**src/rtl/core/sitda_pkg.sv**
```systemverilog
// Package for the signed integer to decimal ASCII converter.
// Holds shared constants, the digit count function and the controller/datapath structs.
// No dependencies.
`default_nettype none

package sitda_pkg;

	localparam int DEFAULT_VALUE_BITS = 32;
	localparam int CHAR_BITS = 6;
	localparam int DIGIT_BITS = 4;

	localparam logic [CHAR_BITS-1:0] ASCII_ZERO  = 6'd48;
	localparam logic [CHAR_BITS-1:0] ASCII_MINUS = 6'd45;
	localparam logic [DIGIT_BITS-1:0] DABBLE_LIMIT = 4'd5;
	localparam logic [DIGIT_BITS-1:0] DABBLE_ADD = 4'd3;

	// Decimal digits needed for any value below 2**w, from log10(2) ~ 1233/4096.
	function automatic int bcd_digits(input int w);
		return ((w * 1233) >> 12) + 1;
	endfunction

	// Commands from the controller to the datapath.
	typedef struct packed {
		logic load;
		logic conv_step;
		logic shift_digit;
		logic sel_sign;
	} cmd_t;

	// Status from the datapath to the controller.
	typedef struct packed {
		logic conv_last;
		logic top_zero;
		logic last_digit;
		logic negative;
	} status_t;

endpackage

`default_nettype wire

```
**src/rtl/core/sitda_ctrl.sv**
```systemverilog
// Controller of the converter: sequences load, conversion, leading-zero skip and
// character emission. Depends on sitda_pkg.
`default_nettype none

module sitda_ctrl
	import sitda_pkg::*;
(
	input  wire logic    clk,
	input  wire logic    arst_n,
	input  wire logic    in_valid,
	output logic         in_ready,
	output logic         out_valid,
	input  wire logic    out_ready,
	input  wire status_t status,
	output cmd_t         cmd
);

	typedef enum logic [4:0] {
		S_IDLE  = 5'b00001,
		S_CONV  = 5'b00010,
		S_SKIP  = 5'b00100,
		S_SIGN  = 5'b01000,
		S_DIGIT = 5'b10000
	} state_t;

	state_t state_q;
	state_t state_d;

	always_comb begin
		state_d   = state_q;
		cmd       = '0;
		in_ready  = 1'b0;
		out_valid = 1'b0;
		case (state_q)
			S_IDLE: begin
				in_ready = 1'b1;
				if (in_valid) begin
					cmd.load = 1'b1;
					state_d  = S_CONV;
				end
			end
			S_CONV: begin
				cmd.conv_step = 1'b1;
				if (status.conv_last) begin
					state_d = S_SKIP;
				end
			end
			// Leading zeros are dropped, but the units digit always stays.
			S_SKIP: begin
				if (status.top_zero && !status.last_digit) begin
					cmd.shift_digit = 1'b1;
				end else if (status.negative) begin
					state_d = S_SIGN;
				end else begin
					state_d = S_DIGIT;
				end
			end
			S_SIGN: begin
				cmd.sel_sign = 1'b1;
				out_valid    = 1'b1;
				if (out_ready) begin
					state_d = S_DIGIT;
				end
			end
			S_DIGIT: begin
				out_valid = 1'b1;
				if (out_ready) begin
					cmd.shift_digit = 1'b1;
					if (status.last_digit) begin
						state_d = S_IDLE;
					end
				end
			end
			default: begin
				state_d = S_IDLE;
			end
		endcase
	end

	always_ff @(posedge clk or negedge arst_n) begin
		if (!arst_n) begin
			state_q <= S_IDLE;
		end else begin
			state_q <= state_d;
		end
	end

endmodule

`default_nettype wire

```
**config.mk**
```make
export PLATFORM = sky130hd
export DESIGN_NAME = sitda_ctrl
export DESIGN_NICKNAME = d
export VERILOG_FILES = /design/src/rtl/core/sitda_pkg.sv /design/src/rtl/core/sitda_ctrl.sv
export SDC_FILE = /design/constraint.sdc
export NUM_CORES = 1
export LEC_CHECK = 0
export ABC_CLOCK_PERIOD_IN_PS = 3100
export BUFFER_PORTS_ARGS = -buffer_cell sky130_fd_sc_hd__buf_2
export CORE_AREA = 2 2 39 41
export DETAILED_ROUTE_END_ITERATION = 12
export DIE_AREA = 0 0 41 43
export SYNTH_ARGS = -nofsm -noshare
export SYNTH_HDL_FRONTEND = slang
export SYNTH_SLANG_ARGS = --single-unit
```
**constraint.sdc**
```tcl
create_clock -name clk -period 3.1 [get_ports clk]
set_clock_uncertainty 0.05 [all_clocks]
set_input_delay 0.62 -clock clk [delete_from_list [all_inputs] [get_ports clk]]
set_output_delay 0.62 -clock clk [all_outputs]
set_load 0.01 [all_outputs]
```
==> out/metrics.csv <==
metric,value,unit
die_w,41,um
worst_ep_required_time,2.43,ns
fmax,0.450,GHz
grt_pass1_wl,1350,um
cp_top_family,simple AND/OR/NAND/NOR gates,
synth_warnings,0,
max-slew-margin-rel,76.3,%
port_buffers,13,
synth_compound_area_share,15.7,%
rows,14,
post-route-min-period,2.22,ns
post_cts_buffers,0,
fin_tns_setup,0,ns
power_density,866,nW/um^2
insertedDiodeCount,0,
criticalPathCategory,register to primary output,
worst-path-buf-inv,1,
rsz0062_at_grt,false,
synth_area,382,um^2
cts_root_buf,clkbuf_4,
period_share,71.7,%
syn_avg_cell_area,8.30,um^2
holdBufCountCts,0,
clock_sinks,5,
wl_per_cell,11.6,um
critical-path-max-stage-delay,0.46,ns
yosysSeqAreaShare,33.1,%
core,1380,um^2
syn_inst,46,
vias,365,
antenna_left,0,
ys_top_cells_by_count,"o21ai_0 (5), dfrtp_1 (4), inv_1 (4)",
slew_violations,0,
end_kind,primary output,
crit_slowest_cell,dfrtp_1,
start_util,27.6,%
worst_skew_pair.late_latency,0.24,ns
cap_viol_max_count,0,
regMostFlops,state_q,
grt.overflow.total,0,
area_growth,25.2,%
cts_buffer_depth,2,
status,"finished, final reports clean",
numCtsBuffers,3,
worst_pin_slew,0.352,ns
die-area,1760,um^2
syn_nets,54,
num-nets-final,69,
largest_reg_flops,5,
routed_wl,882,um
crit_fanout,7,
cts_resized,0,
p_leak,0.230,nW
ys_types,27,
synthMuxAreaShare,2.95,%
drc,0,
synthFlopType,dfrtp_1,
hold_class,input pin to async pin,
drt_iter0_drc,10,
routed_via_density,4.80,
synth-xor-area-share,4.59,%
ctsHtreeMaxLevel,1,
synth_fa_ha_area_share,0,%
synth_area_leaders,"dfrtp_1 (26%), dfstp_2 (6.9%), o21ai_0 (6.6%), nor3b_1 (5.9%), buf_2 (3.9%)",
antenna_found_initial,0,
postSynth.asyncResetShare,100,%
n_fill_cell,167,
drive_gt1_share,31.7,%
largestRegisters,state_q x5,
gp_congestion,0.747,
grt_usage,11.3,%
placed_area,452,um^2
synth_edf_count,0,
grt_pass1_vias,318,
dp_hpwl,617,um
fp.dieH,43,um
post-route-cell-area,478,um^2
path_cells,nor3_1 -> and3b_1 -> and2_1 -> buf_2,
cts.reportedPaths.clkPinSlew,0.05,ns
io-pin-count,14,
hold_violations,0,
cts_tree,yes,
synth_area_leader_cell,dfrtp_1,
max-vdd-ir-drop,280,uV
setup_viol,0,
synth_top_family_by_area,simple AND/OR/NAND/NOR gates,
critPathArrivalTime,1.55,ns
grt_max_degree,10,
ys_ff_latch,5,
synthSimpleGateAreaFrac,35.7,%
synth_most_common_cell,o21ai_0,
cp-start-kind,register,
drtPass1Iterations,3,
synth_top_area_share,26.2,%
==> worst register-to-register path: stages (launching register included) <==
cell,delay [ns]
dfrtp_1,0.46
nor3_2,0.29
or3b_1,0.39
nand4_2,0.14
mux2_1,0.33
==> layout by cell type (no fill, tap or decap), types with 2 or more instances in the layout <==
master,instances
buf_2,13
clkbuf_4,3
dfrtp_1,4
inv_1,4
nand3_1,3
nor2_1,3
nor2b_1,2
nor3b_1,3
o21ai_0,5
==> worst paths after layout <==
check | start | end | slack (ns) | cells after the start
max in group asynchronous | arst_n | state_q[0] | 2.65 | 1
min | arst_n | state_q[2] | 0.13 | 1
min in group clk | status[3] | state_q[1] | 0.54 | 2
min reg2reg | state_q[4] | state_q[4] | 0.63 | 1
max reg2reg | state_q[1] | state_q[4] | 1.33 | 4
max | state_q[4] | cmd[3] | 0.88 | 4
==> stage by stage <==
stage	setup slack [ns]	util, %	total power [mW]	instances	hold slack [ns]
5_1_grt	0.751	34.5	0.453	76	0.123
2_1_floorplan	1.20	-	0.278	46	0.274
3_3_place_gp	1.10	32.6	0.334	72	0.391
4_1_cts	0.866	34.5	0.420	76	0.122
3_5_place_dp	1.13	32.6	0.336	72	0.388
6_report	0.877	34.5	0.414	76	0.128
==> power by group <==
part	leakage [nW]	total (mW)	switching (mW)	internal, mW
Sequential	0.0650	0.146	0.0521	0.0937
Combinational	0.150	0.190	0.0975	0.0922
Clock	0.0150	0.0782	0.0294	0.0488
==> cells by family after synthesis <==
logic type | Yosys count
simple gates | 21
buf+inv | 7
compound gates | 10
mux | 1
xor+xnor | 2
flops | 5
==> per-layer routing <==
layer	vias up	wire length [um]	global-route usage, %
met2	6	397	15.3
met1	165	454	16.5
met4	0	0	8.00
li1	194	-	-
met5	-	0	0
met3	0	29	0
==> area by class of cell <==
cell class / count / area (um^2) / share of cell area (%)
clock buffer: 4 / 26.3 / 5.50
inverter: 4 / 15.0 / 3.14
multi-input combinational: 34 / 225 / 47.1
sequential: 5 / 126 / 26.4
tap: 16 / 20.0 / 4.19
timing repair buffer: 13 / 65.1 / 13.6
Power figures use the tool's default switching activity.
