### src/rtl/core/sitda_pkg.sv
// Package for the signed integer to decimal ASCII converter.
// Holds shared constants, the digit count function and the controller/datapath structs.
// No dependencies.
`default_nettype none

package sitda_pkg;

	localparam int DEFAULT_VALUE_BITS = 32;
	localparam int CHAR_BITS = 6;
	localparam int DIGIT_BITS = 4;

	localparam logic [CHAR_BITS-1:0] ASCII_ZERO  = 6'd48;
	localparam logic [CHAR_BITS-1:0] ASCII_MINUS = 6'd45;
	localparam logic [DIGIT_BITS-1:0] DABBLE_LIMIT = 4'd5;
	localparam logic [DIGIT_BITS-1:0] DABBLE_ADD = 4'd3;

	// Decimal digits needed for any value below 2**w, from log10(2) ~ 1233/4096.
	function automatic int bcd_digits(input int w);
		return ((w * 1233) >> 12) + 1;
	endfunction

	// Commands from the controller to the datapath.
	typedef struct packed {
		logic load;
		logic conv_step;
		logic shift_digit;
		logic sel_sign;
	} cmd_t;

	// Status from the datapath to the controller.
	typedef struct packed {
		logic conv_last;
		logic top_zero;
		logic last_digit;
		logic negative;
	} status_t;

endpackage

`default_nettype wire

### src/rtl/core/sitda_datapath.sv
// Datapath of the converter: magnitude register, bit-serial double-dabble BCD register,
// and the character formatter. Depends on sitda_pkg.
`default_nettype none

module sitda_datapath
	import sitda_pkg::*;
#(
	parameter int VALUE_BITS = DEFAULT_VALUE_BITS
) (
	input  wire logic                  clk,
	input  wire logic                  arst_n,
	input  wire logic [VALUE_BITS-1:0] value,
	input  wire cmd_t                  cmd,
	output status_t                    status,
	output logic [CHAR_BITS-1:0]       character,
	output logic                       last
);

	localparam int NDIG = bcd_digits(VALUE_BITS);
	localparam int BCD_BITS = NDIG * DIGIT_BITS;
	localparam int BCW = $clog2(VALUE_BITS + 1);
	localparam int DCW = $clog2(NDIG + 1);

	logic [VALUE_BITS-1:0] mag_q;
	logic [BCD_BITS-1:0]   bcd_q;
	logic                  neg_q;
	logic [BCW-1:0]        bit_cnt_q;
	logic [DCW-1:0]        dig_cnt_q;

	logic [BCD_BITS-1:0]   bcd_adj;
	logic [DIGIT_BITS-1:0] top_digit;

	// Each BCD digit of 5 or more gets 3 added before the shift.
	always_comb begin
		for (int i = 0; i < NDIG; i++) begin
			if (bcd_q[i*DIGIT_BITS +: DIGIT_BITS] >= DABBLE_LIMIT) begin
				bcd_adj[i*DIGIT_BITS +: DIGIT_BITS] =
					bcd_q[i*DIGIT_BITS +: DIGIT_BITS] + DABBLE_ADD;
			end else begin
				bcd_adj[i*DIGIT_BITS +: DIGIT_BITS] = bcd_q[i*DIGIT_BITS +: DIGIT_BITS];
			end
		end
	end

	always_ff @(posedge clk or negedge arst_n) begin
		if (!arst_n) begin
			bit_cnt_q <= '0;
			dig_cnt_q <= '0;
		end else if (cmd.load) begin
			bit_cnt_q <= BCW'(VALUE_BITS);
			dig_cnt_q <= DCW'(NDIG);
		end else if (cmd.conv_step) begin
			bit_cnt_q <= bit_cnt_q - BCW'(1);
		end else if (cmd.shift_digit) begin
			dig_cnt_q <= dig_cnt_q - DCW'(1);
		end
	end

	// The magnitude is the unsigned negation within the word, so the most
	// negative value converts correctly.
	always_ff @(posedge clk) begin
		if (cmd.load) begin
			neg_q <= value[VALUE_BITS-1];
			mag_q <= value[VALUE_BITS-1] ? (~value + VALUE_BITS'(1)) : value;
			bcd_q <= '0;
		end else if (cmd.conv_step) begin
			bcd_q <= {bcd_adj[BCD_BITS-2:0], mag_q[VALUE_BITS-1]};
			mag_q <= {mag_q[VALUE_BITS-2:0], 1'b0};
		end else if (cmd.shift_digit) begin
			bcd_q <= {bcd_q[BCD_BITS-DIGIT_BITS-1:0], {DIGIT_BITS{1'b0}}};
		end
	end

	assign top_digit = bcd_q[BCD_BITS-1 -: DIGIT_BITS];

	assign status.conv_last  = (bit_cnt_q == BCW'(1));
	assign status.top_zero   = (top_digit == '0);
	assign status.last_digit = (dig_cnt_q == DCW'(1));
	assign status.negative   = neg_q;

	assign character = cmd.sel_sign ? ASCII_MINUS
		: (ASCII_ZERO + {{(CHAR_BITS-DIGIT_BITS){1'b0}}, top_digit});
	assign last = !cmd.sel_sign && status.last_digit;

endmodule

`default_nettype wire

### config.mk
export PLATFORM = sky130hd
export DESIGN_NAME = sitda_datapath
export DESIGN_NICKNAME = d
export VERILOG_FILES = /design/src/rtl/core/sitda_pkg.sv /design/src/rtl/core/sitda_datapath.sv
export SDC_FILE = /design/constraint.sdc
export NUM_CORES = 1
export LEC_CHECK = 0
export BUFFER_PORTS_ARGS = -buffer_cell sky130_fd_sc_hd__clkbuf_2
export CORE_UTILIZATION = 60
export CTS_BUF_LIST = sky130_fd_sc_hd__clkbuf_8
export CTS_CLUSTER_SIZE = 16
export DETAILED_ROUTE_END_ITERATION = 8
export PLACE_DENSITY = 0.81
export SLEW_MARGIN = 5
export SYNTH_ARGS = -nofsm -noshare
export SYNTH_HDL_FRONTEND = slang
export SYNTH_SLANG_ARGS = --single-unit
### constraint.sdc
create_clock -name clk -period 1.9 [get_ports clk]
set_clock_uncertainty 0.2 [all_clocks]
set_input_delay 0.57 -clock clk [delete_from_list [all_inputs] [get_ports clk]]
set_output_delay 0.57 -clock clk [all_outputs]
set_load 0.005 [all_outputs]
==> results by stage <==
Die:
- The I/O pin count is 49.
- The die height is 94.0 um.
- The floorplan step defined a die boundary enclosing 8840 um2.
- The floorplan has 33 rows.
- The initial cell density of the core is 61.9%.
- The die boundary width is 94.0 um.
- The region available for standard cell placement spans 8220 um2.

Final layout:
- After the last flow step, the layout net total stands at 744.
- The fraction of final layout cells sized beyond drive strength 1 is 30.2%.
- The filler cells instantiated in the layout total 443.
- In the layout the commonest cells are sky130_fd_sc_hd__nor2_1 (75), sky130_fd_sc_hd__a21oi_1 (67), sky130_fd_sc_hd__buf_4 (65).
- The number of diodes is 0.
- The cell area after layout is 6870 um2.
- The library cell used most frequently in the layout, excluding fill and tap cells, is sky130_fd_sc_hd__nor2_1.
- The synthesis-to-finish area growth is 35.1%.

Synthesis:
- Ranked by total cell area, the synthesized netlist is headed by sky130_fd_sc_hd__edfxtp_1 (19%), sky130_fd_sc_hd__dfxtp_1 (16%), sky130_fd_sc_hd__a211oi_1 (8.1%).
- For this run, the register share of the synthesized area comes to 40.2%.
- After synthesis, the largest area contributor takes up 19.5% of total cell area.
- The average cell area after synthesis is 8.85 um2.
- Synthesis produced a netlist with a net count of 637.
- Of all cell types, the one taking the most synthesized area is sky130_fd_sc_hd__edfxtp_1.
- Yosys mapped a number of flops with a built-in enable equal to 33.
- In this run, synthesis produced a sequential element count of 83.
- The number of warnings issued by yosys is 0.
- After synthesis the cells add up to 5080 um2.
- Of all flip-flops after synthesis, the portion carrying an async set or reset was 12.0%.
- The number of distinct library cell variants in the gate-level netlist after synthesis is 42.
- Synthesis produced 574 cells.
- The commonest register cell after synthesis is sky130_fd_sc_hd__dfxtp_1.

GRT:
- The pin count of the biggest net entering global routing is 49.
- The number of global-route vias before repair is 4,941.
- The initial antenna violation count is 0.
- Global routing used 35.4% of the available tracks.
- The global-route wire length before repair is 24.1 mm.
- For this run the aggregate overflow at the end of global routing stands at 0.

Power:
- The net switching component of the power is 0.00139 W.
- Sequential cells account for 45.0% of the total power.
- The worst-case IR drop observed on VDD is 0.000547 V.
- The post-layout total power is 0.00476 W.
- The design internal power is 0.00337 W.
- The logic gate share of total power is 22.2%.
- In this run the static leakage power is 2.80 nW.
- Of the total power, the clock network draws 32.8%.
- The fraction of power spent switching nets is 29.3%.
- In this run the power density over the cells is 693 nW/um2.

Worst setup path:
- The critical path ends at mag_q[31].
- STA classifies the critical path endpoint as a register.
- The largest fanout of any net on the critical path is 4.
- The worst setup path is launched from a primary input.
- The required time at the endpoint of the critical path is 1.88 ns.
- Broken down by cell family, the worst path's largest delay share belongs to simple AND/OR/NAND/NOR gates.
- The slack of the worst reg-to-reg path is -0.03 ns.
- The reg-to-reg critical path endpoint is bcd_q[8].
- The number of buffers and inverters on the critical path is 2.
- Measured in cells, the most critical reg-to-reg path has a length of 6.
- The setup path with the least slack is of type primary input to register.
- The source of the worst register-to-register timing path is bcd_q[4].
- The critical path goes through buf_6 > or4_4 > or4_4 > buf_6 > nor4_4 > nand4b_1 > o21ai_1.
- The critical path runs through a total of 7 cells.
- Among all stages on the critical path, the largest delay is contributed by sky130_fd_sc_hd__or4_4.
- For the worst setup path, the data arrival time is 2.37 ns.
- The start point of the critical path is value[26].
- On the worst path, the slowest cell contributes a delay of 0.56 ns.

Run:
- The number of max-cap violations is 0.

Clock network:
- No sink is reached through more buffers than the 2 on the longest clock path.
- Clock-pin slew was measured on the worst setup and hold paths at 0.10 ns.
- TritonCTS built the clock tree.
- Clock latency on the worst-skew pair, taken at its later pin, is 0.36 ns.
- The tree is rooted in a sky130_fd_sc_hd__clkbuf_8.
- The number of buffers added by the clock tree synthesis step is 9.
- The H-tree was split into 3 levels.
- CTS saw 83 sinks.

Timing:
- The time the worst path needs with I/O delays and setup is 2.38 ns.
- The hold violation total from the final report is 0.
- The highest achievable clock rate is 0.419 GHz.
- The summed negative setup slack over all endpoints is -6.43 ns.
- Setup repair after global routing could not meet its margin everywhere.
- After layout, the worst setup slack is -0.484 ns.
- The post-route fraction of the period consumed by the critical path is 125%.
- The number of pins with negative max-slew slack in the final report is 0.
- Setup violations remaining at the end of the flow were counted as 30.

Status:
- The run finished, with violations left.
- The final reports fail on negative setup slack.

Drt:
- The first TritonRoute pass finished after 7 iterations.
- Once detail routing completed, the nets flagged for antenna violations numbered 0.
- The total number of vias is 5,100.
- After detailed routing, the number of vias per cell comes to 6.45.
- For this block, the routed nets add up to 16.1 mm of wire.
- In the final routed layout, each cell accounts on average for 20.3 um.
- The post-route DRC violation count is 0.
- The number of violations reported at the end of detailed-routing iteration 0 is 533.

Place:
- The count of input and output buffers is 47.
- The congestion estimate from routability-driven global placement came to 0.844.
- The post-detailed-placement cell area is 5870 um2.
- Once detailed placement completed, the half-perimeter wirelength came to 8.19 mm.

Min path:
- The class of the worst hold path is register to register.
[metal layers]
metal  vias up  GRT usage [%]  share of wire (%)  wire length, um
met5         -              0                  0                0
met4         0           17.9                5.8              931
met3        89           6.31                6.4             1030
met2       284           62.1                 50             8070
met1      2442           41.2                 38             6050
li1       2285              -                  -                -
[worst min-delay path by stage]
stage	cells past startpoint	end	startpoint	slack [ns]
2_1_floorplan	0	bit_cnt_q[0]	arst_n	0.07
3_3_place_gp	1	dig_cnt_q[3]	arst_n	0.24
3_5_place_dp	1	bit_cnt_q[5]	arst_n	0.25
4_1_cts	2	bcd_q[0]	mag_q[31]	0.31
5_1_grt	2	bcd_q[39]	bcd_q[39]	0.36
6_report	2	bcd_q[39]	bcd_q[39]	0.33
[metrics by stage]
step	instances	utilization, %	hold WS [ns]	worst slack, ns
after floorplan	574	-	0.0744	-0.573
after global placement	745	71.4	0.242	-0.694
after detailed placement	745	71.4	0.248	-0.786
after CTS	784	81.0	0.313	-0.409
after global routing	791	83.6	0.356	-0.433
final	791	83.6	0.333	-0.484
[repair_timing]
item,4_1_cts,5_1_grt
pin swaps,39,50
hold buffers,1,0
hold endpoints to repair,10,0
endpoints found under the setup margin,26,40
gates cloned,2,0
resized for setup,66,56
setup buffers,20,10
[worst min-delay path: cells and delay by family (launching register included)]
kind            cells  cell delay (ns)
flops               1             0.36
compound gates      2             0.13
[synthesized netlist by cell type, types with 12 or more instances]
library cell / count
sky130_fd_sc_hd__nor3b_1: 22
sky130_fd_sc_hd__clkbuf_1: 30
sky130_fd_sc_hd__edfxtp_1: 33
sky130_fd_sc_hd__a211oi_1: 55
sky130_fd_sc_hd__xnor2_1: 16
sky130_fd_sc_hd__nand2b_1: 13
sky130_fd_sc_hd__nand2_1: 12
sky130_fd_sc_hd__xor2_1: 29
sky130_fd_sc_hd__nor2_1: 77
sky130_fd_sc_hd__inv_1: 30
sky130_fd_sc_hd__o21ai_0: 27
sky130_fd_sc_hd__dfxtp_1: 40
sky130_fd_sc_hd__a21oi_1: 71
sky130_fd_sc_hd__ha_1: 25
[registers in the layout, summed over array words and instances (netlist names)]
| register | cells |
|---|---|
| dig_cnt_q | 4 |
| mag_q | 32 |
| neg_q | 1 |
| bcd_q | 40 |
| bit_cnt_q | 6 |
[power groups by stage]
stage / clock [W] / sequential, W / combinational, W
after floorplan: 0 / 0.00214 / 0.000557
after global placement: 0 / 0.00216 / 0.000795
after detailed placement: 0 / 0.00217 / 0.000846
after CTS: 0.00151 / 0.00213 / 0.000944
after global routing: 0.00162 / 0.00216 / 0.00114
final: 0.00156 / 0.00214 / 0.00105
[kinds of logic after synthesis]
kind of cell             count (synthesis)  synth area share (%)
XOR/XNOR                                45                  7.75
adder cells (fa/ha/maj)                 25                  6.15
flip-flops                              83                  40.2
buffers and inverters                   66                  5.02
AND/OR/NAND/NOR                        170                  17.8
other                                    1                0.0738
multiplexers                             2                 0.394
AO/OA/AOI/OAI                          182                  22.6
[final cells by class]
type,instances,area [um2],area share [%]
Multi-Input combinational cell,425,3240,47.2
Inverter,30,115,1.68
Clock inverter,7,111,1.62
Sequential cell,83,2050,29.9
Clock buffer,9,124,1.80
Tap cell,105,131,1.91
Timing Repair Buffer,132,1090,15.9
(Power assumes the default switching activity.)
